[src/hdl/sorted_table_linear_interpolator_assert.svh]
// ---------------------------------------------------------------------------
// Assertion macros for the sorted table interpolator
// Implication checks that compile away when ASSERT_OFF is defined.
// ---------------------------------------------------------------------------
`ifndef SORTED_TABLE_LINEAR_INTERPOLATOR_ASSERT_SVH
`define SORTED_TABLE_LINEAR_INTERPOLATOR_ASSERT_SVH
`ifndef ASSERT_OFF
`define STLI_ASSERT_IMP(lbl, clk, rst, ante, cons, msg) \
  lbl: assert property (@(posedge clk) disable iff (rst) (ante) |-> (cons)) else $error(msg);
`define STLI_ASSERT_NXT(lbl, clk, rst, ante, cons, msg) \
  lbl: assert property (@(posedge clk) disable iff (rst) (ante) |=> (cons)) else $error(msg);
`else
`define STLI_ASSERT_IMP(lbl, clk, rst, ante, cons, msg)
`define STLI_ASSERT_NXT(lbl, clk, rst, ante, cons, msg)
`endif
`endif

[src/hdl/stli_pkg.sv]
// ---------------------------------------------------------------------------
// stli_pkg
// Shared constants, command codes and interface types of the interpolator.
// ---------------------------------------------------------------------------
package stli_pkg;

  localparam int DEPTH_DEF = 64;
  localparam int KEY_W     = 32;
  localparam int VAL_W     = 32;
  localparam int ENT_W     = KEY_W + 2 * VAL_W;
  localparam int MAG_W     = 33;
  localparam int PROD_W    = 66;
  localparam int QC_W      = 41;
  localparam int SUM_W     = 43;
  localparam int CNT_W     = 7;

  localparam logic [1:0] ST_OK    = 2'd0;
  localparam logic [1:0] ST_EMPTY = 2'd1;
  localparam logic [1:0] ST_FULL  = 2'd2;

  localparam logic OP_INSERT = 1'b0;
  localparam logic OP_QUERY  = 1'b1;

  localparam int CMD_W = 5;
  localparam logic [CMD_W-1:0] CMD_NONE      = 5'd0;
  localparam logic [CMD_W-1:0] CMD_LOAD      = 5'd1;
  localparam logic [CMD_W-1:0] CMD_SCAN_RD   = 5'd2;
  localparam logic [CMD_W-1:0] CMD_SCAN_CMP  = 5'd3;
  localparam logic [CMD_W-1:0] CMD_WR_HIT    = 5'd4;
  localparam logic [CMD_W-1:0] CMD_OUT_FULL  = 5'd5;
  localparam logic [CMD_W-1:0] CMD_OUT_EMPTY = 5'd6;
  localparam logic [CMD_W-1:0] CMD_SHIFT_INI = 5'd7;
  localparam logic [CMD_W-1:0] CMD_SHIFT_RD  = 5'd8;
  localparam logic [CMD_W-1:0] CMD_SHIFT_WR  = 5'd9;
  localparam logic [CMD_W-1:0] CMD_WR_NEW    = 5'd10;
  localparam logic [CMD_W-1:0] CMD_RD_ZERO   = 5'd11;
  localparam logic [CMD_W-1:0] CMD_OUT_RD    = 5'd12;
  localparam logic [CMD_W-1:0] CMD_RD_LO     = 5'd13;
  localparam logic [CMD_W-1:0] CMD_GRAB_LO   = 5'd14;
  localparam logic [CMD_W-1:0] CMD_GRAB_HI   = 5'd15;
  localparam logic [CMD_W-1:0] CMD_MUL_INI   = 5'd16;
  localparam logic [CMD_W-1:0] CMD_MUL_STEP  = 5'd17;
  localparam logic [CMD_W-1:0] CMD_DIV_INI   = 5'd18;
  localparam logic [CMD_W-1:0] CMD_DIV_STEP  = 5'd19;
  localparam logic [CMD_W-1:0] CMD_FINISH    = 5'd20;

  typedef struct packed {
    logic [CMD_W-1:0] code;
    logic             part;   // 0 real, 1 imaginary
  } cmd_t;

  typedef struct packed {
    logic is_query;
    logic at_end;
    logic key_lt;
    logic hit;
    logic full;
    logic empty;
    logic one;
    logic ptr_at_pos;
    logic cnt_zero;
  } stat_t;

endpackage

[src/hdl/stli_ctrl.sv]
// ---------------------------------------------------------------------------
// stli_ctrl
// Controller: sequences search, insert shift and interpolation steps.
// ---------------------------------------------------------------------------
`include "sorted_table_linear_interpolator_assert.svh"

module stli_ctrl import stli_pkg::*; (
  input  logic  clk,
  input  logic  rst,
  input  logic  start,
  input  stat_t stat,
  output cmd_t  cmd,
  output logic  busy,
  output logic  done
);

  localparam logic [3:0] S_IDLE     = 4'd0;
  localparam logic [3:0] S_SCAN_RD  = 4'd1;
  localparam logic [3:0] S_SCAN_CMP = 4'd2;
  localparam logic [3:0] S_DECIDE   = 4'd3;
  localparam logic [3:0] S_SHIFT    = 4'd4;
  localparam logic [3:0] S_SHIFT_WR = 4'd5;
  localparam logic [3:0] S_OUT_RD   = 4'd6;
  localparam logic [3:0] S_GRAB_LO  = 4'd7;
  localparam logic [3:0] S_GRAB_HI  = 4'd8;
  localparam logic [3:0] S_MUL_INI  = 4'd9;
  localparam logic [3:0] S_MUL      = 4'd10;
  localparam logic [3:0] S_DIV_INI  = 4'd11;
  localparam logic [3:0] S_DIV      = 4'd12;
  localparam logic [3:0] S_FINISH   = 4'd13;

  logic [3:0] state, state_next;
  logic       part, part_next;
  logic       done_next;

  always_comb begin
    state_next = state;
    part_next  = part;
    done_next  = 1'b0;
    cmd.code   = CMD_NONE;
    cmd.part   = part;
    case (state)
      S_IDLE: begin
        if (start) begin
          cmd.code   = CMD_LOAD;
          state_next = S_SCAN_RD;
        end
      end
      S_SCAN_RD: begin
        if (stat.at_end) begin
          state_next = S_DECIDE;
        end else begin
          cmd.code   = CMD_SCAN_RD;
          state_next = S_SCAN_CMP;
        end
      end
      S_SCAN_CMP: begin
        cmd.code   = CMD_SCAN_CMP;
        state_next = stat.key_lt ? S_SCAN_RD : S_DECIDE;
      end
      S_DECIDE: begin
        if (!stat.is_query) begin
          if (stat.hit) begin
            cmd.code   = CMD_WR_HIT;
            done_next  = 1'b1;
            state_next = S_IDLE;
          end else if (stat.full) begin
            cmd.code   = CMD_OUT_FULL;
            done_next  = 1'b1;
            state_next = S_IDLE;
          end else begin
            cmd.code   = CMD_SHIFT_INI;
            state_next = S_SHIFT;
          end
        end else if (stat.empty) begin
          cmd.code   = CMD_OUT_EMPTY;
          done_next  = 1'b1;
          state_next = S_IDLE;
        end else if (stat.one) begin
          cmd.code   = CMD_RD_ZERO;
          state_next = S_OUT_RD;
        end else if (stat.hit) begin
          // read data still holds the matching entry
          cmd.code   = CMD_OUT_RD;
          done_next  = 1'b1;
          state_next = S_IDLE;
        end else begin
          cmd.code   = CMD_RD_LO;
          state_next = S_GRAB_LO;
        end
      end
      S_SHIFT: begin
        if (stat.ptr_at_pos) begin
          cmd.code   = CMD_WR_NEW;
          done_next  = 1'b1;
          state_next = S_IDLE;
        end else begin
          cmd.code   = CMD_SHIFT_RD;
          state_next = S_SHIFT_WR;
        end
      end
      S_SHIFT_WR: begin
        cmd.code   = CMD_SHIFT_WR;
        state_next = S_SHIFT;
      end
      S_OUT_RD: begin
        cmd.code   = CMD_OUT_RD;
        done_next  = 1'b1;
        state_next = S_IDLE;
      end
      S_GRAB_LO: begin
        cmd.code   = CMD_GRAB_LO;
        state_next = S_GRAB_HI;
      end
      S_GRAB_HI: begin
        cmd.code   = CMD_GRAB_HI;
        part_next  = 1'b0;
        state_next = S_MUL_INI;
      end
      S_MUL_INI: begin
        cmd.code   = CMD_MUL_INI;
        state_next = S_MUL;
      end
      S_MUL: begin
        cmd.code = CMD_MUL_STEP;
        if (stat.cnt_zero) begin
          state_next = S_DIV_INI;
        end
      end
      S_DIV_INI: begin
        cmd.code   = CMD_DIV_INI;
        state_next = S_DIV;
      end
      S_DIV: begin
        cmd.code = CMD_DIV_STEP;
        if (stat.cnt_zero) begin
          state_next = S_FINISH;
        end
      end
      S_FINISH: begin
        cmd.code = CMD_FINISH;
        if (part) begin
          done_next  = 1'b1;
          state_next = S_IDLE;
        end else begin
          part_next  = 1'b1;
          state_next = S_MUL_INI;
        end
      end
      default: state_next = S_IDLE;
    endcase
  end

  always_ff @(posedge clk) begin
    if (rst) begin
      state <= S_IDLE;
      part  <= 1'b0;
      done  <= 1'b0;
    end else begin
      state <= state_next;
      part  <= part_next;
      done  <= done_next;
    end
  end

  assign busy = state != S_IDLE;

  `STLI_ASSERT_IMP(a_done_idle, clk, rst, done, !busy, "result strobe while busy")
  `STLI_ASSERT_NXT(a_start_scan, clk, rst, start && !busy, state == S_SCAN_RD, "accepted item did not start search")

endmodule

[config.mk]
export PLATFORM = sky130hd
export DESIGN_NAME = stli_ctrl
export DESIGN_NICKNAME = d
export VERILOG_FILES = /design/src/hdl/stli_pkg.sv /design/src/hdl/stli_ctrl.sv
export VERILOG_INCLUDE_DIRS = /design/src /design/src/hdl
export SDC_FILE = /design/constraint.sdc
export NUM_CORES = 1
export LEC_CHECK = 0
export BUFFER_PORTS_ARGS = -buffer_cell sky130_fd_sc_hd__buf_4
export CAP_MARGIN = 5
export CORE_ASPECT_RATIO = 1.2
export CORE_MARGIN = 1
export CORE_UTILIZATION = 35
export DETAILED_ROUTE_END_ITERATION = 10
export PLACE_DENSITY_LB_ADDON = 0.2
export SKIP_LAST_GASP = 1
export SLEW_MARGIN = 0
export SYNTH_ARGS = -nofsm -noshare
export SYNTH_HDL_FRONTEND = slang
export SYNTH_SLANG_ARGS = --single-unit
[constraint.sdc]
create_clock -name clk -period 1.96 [get_ports clk]
set_input_delay 0.588 -clock clk [delete_from_list [all_inputs] [get_ports clk]]
set_output_delay 0.588 -clock clk [all_outputs]
set_load 0.02 [all_outputs]
==> reports/metrics.cfg <==
[floorplanning]
start_util_pct = 37.9
rows = 16
dieWidth_um = 40.5
core_mm2 = 0.00164
die_y_um = 48.2
io_pins = 20
die_area_mm2 = 0.00195

[outcome]
outcome = complete, but fails checks
violations = negative setup slack

[clock_tree]
cts_buffers = 3
htreeDepth = 1
cts_buffer_depth = 2
tritoncts = built
clock_sinks = 6
postCtsHoldBufs = 0
clkSlewWorstSetupHoldPaths_ns = 0.05
insertion_delay_ns = 0.25
cts-root-buf = clkbuf_4

[cells_and_area]
fillers = 153
num_antenna_cells = 0
syn2layout_area_growth_pct = 64.8
fin_cells = 141
layout_common_cells = buf_4, nand2_1, nor2_1, buf_6, a31oi_1
layout_commonest_cell = buf_4
final_nets = 137
drive_above_1_share_pct = 48.8

[grt]
globalRouteOverflowTotal = 0
grt_use_total_pct = 20.9
grt_pass1_wl_um = 2790
grt_pass1_vias = 691
grt_max_degree = 15
antenna_found_initial = 0

[timing]
slew_headroom_pct = 83.0
setup_viol = 2
fmax_mhz = 482
fin_setup_tns_ns = -0.228
fin_ws_ns = -0.116
fin_crit_sh_pct = 106
drv_slew = 0
finalHoldViolCount = 0
rsz0062_at_grt = yes
fin_crit_ns = 2.08
worst_slew_pin_slew_ns = 0.254
fin_skew_ns = 0.00491

[setup_path]
path_class = primary input to output port
crit_arrival_ns = 1.49
worstPathRequired_ns = 1.37
crit_path_end_kind = output port
cp-start-kind = primary input
worstPathMaxFanout = 2

[hold_path]
min_path_type = flop to flop

[routing]
vias = 771
antenna_left = 0
drc_errors = 0
routed_wl_um = 1860
wire_per_inst_um = 13.2
routed_via_density = 5.47
drt_iter0_markers = 10
dr.pass1.iters = 4

[synthesis]
ys_ff_latch = 6
netlist_area_um2 = 622
synth_nets = 103
synthesis.instances = 91
postSynthAreaPerCell_um2 = 6.83
synth-seq-area-share_pct = 19.3
ys_types = 33
ys_warn_count = 0

[power]
p_leak_nw = 0.443
p_per_area_mw_per_mm2 = 481
peakVddDrop_uv = 240

[placed_design]
hpwlAfterDp_um = 1380
gp_congestion = 0.802
dp_cells = 135
port_buffers = 19

[flow_run]
max_cap_viol_count = 0

report_power, final:
part / total [mW] / switching, mW / internal [mW] / leakage (nW)
Sequential: 0.136 / 0.00903 / 0.127 / 0.0517
Combinational: 0.235 / 0.110 / 0.124 / 0.378
Clock: 0.122 / 0.0523 / 0.0698 / 0.0138
Total: 0.493 / 0.172 / 0.321 / 0.443
worst max-delay path, stage by stage:
cell	delay, ns
buf_6	0.09
buf_4	0.13
a221o_1	0.34
nand2_1	0.06
a221o_1	0.16
buf_6	0.12
cells in the mapped netlist (all sizes together):
cell | instances | share of area [%]
nand2b | 2 | 2.0
o22ai | 1 | 1.0
inv | 4 | 2.4
o31ai | 1 | 1.2
nor4 | 1 | 1.0
o32a | 1 | 1.6
xnor2 | 1 | 1.4
a32oi | 1 | 1.4
nor2 | 10 | 6.0
nand2 | 14 | 8.5
a21oi | 8 | 6.4
dfxtp | 6 | 19
nand3b | 2 | 2.4
a31oi | 6 | 6.0
o221ai | 1 | 1.4
o21ai | 4 | 3.2
a311oi | 1 | 1.4
nor3 | 4 | 3.2
maj3 | 1 | 1.6
o311a | 1 | 1.6
a221o | 2 | 3.2
o32ai | 1 | 1.4
nor2b | 3 | 3.0
or3 | 2 | 2.0
a221oi | 1 | 2.4
buf | 9 | 11
o311ai | 1 | 1.4
a21o | 1 | 1.2
and2b | 1 | 1.2
logic make-up after synthesis:
logic type      after synthesis  share of synthesized area [%]
flops                         6                           19.3
xor+xnor                      1                           1.41
fa+ha+maj                     1                           1.61
compound gates               31                           35.0
buf+inv                      13                           13.3
simple gates                 39                           29.4
final timing paths:
path | cells past startpoint | start | to | slack, ns
max reg2reg | 5 | state[0]$_SDFFE_PP0P_ | state[0]$_SDFFE_PP0P_ | 0.57
min | 2 | part$_SDFFE_PP0P_ | part$_SDFFE_PP0P_ | 0.52
max | 6 | stat[3] | cmd[1] | -0.12
min reg2reg | 2 | part$_SDFFE_PP0P_ | part$_SDFFE_PP0P_ | 0.52
what timing repair did:
action	CTS	global route
gates cloned	0	0
buffers inserted	0	3
resized for setup	16	17
pin swaps	7	8
endpoints found under the setup margin	4	4
routing by layer:
metal | vias to the layer above | GRT usage, % | part of all wire (%)
li1 | 398 | - | -
met1 | 357 | 24.4 | 44
met2 | 16 | 39.7 | 54
met3 | 0 | 2.74 | 2.0
met4 | 0 | 4.00 | 0
met5 | - | 0 | 0
registers in the layout (all words and copies together) (netlist names):
name and cells:
part 1, state 4, done 1
cell type report:
class	instances	area, um^2	share of cell area, %
clock buffers	3	22.5	2.20
inverters	4	15.0	1.47
multi-input cells	72	510	49.8
flip-flops and latches	6	135	13.2
well taps	18	22.5	2.20
repair buffers	38	319	31.1
metrics by stage:
step	worst slack (ns)	power (mW)	hold WS, ns	util (%)	cell area (um^2)
6_report	-0.116	0.493	0.524	62.4	1020
5_1_grt	-0.144	0.519	0.535	62.4	1020
4_1_cts	-0.128	0.464	0.530	56.4	926
3_5_place_dp	-0.255	0.323	0.523	51.8	850
3_3_place_gp	-0.249	0.323	0.527	51.8	850
2_1_floorplan	0.0307	0.247	0.487	-	632
(Power assumes the default switching activity.)
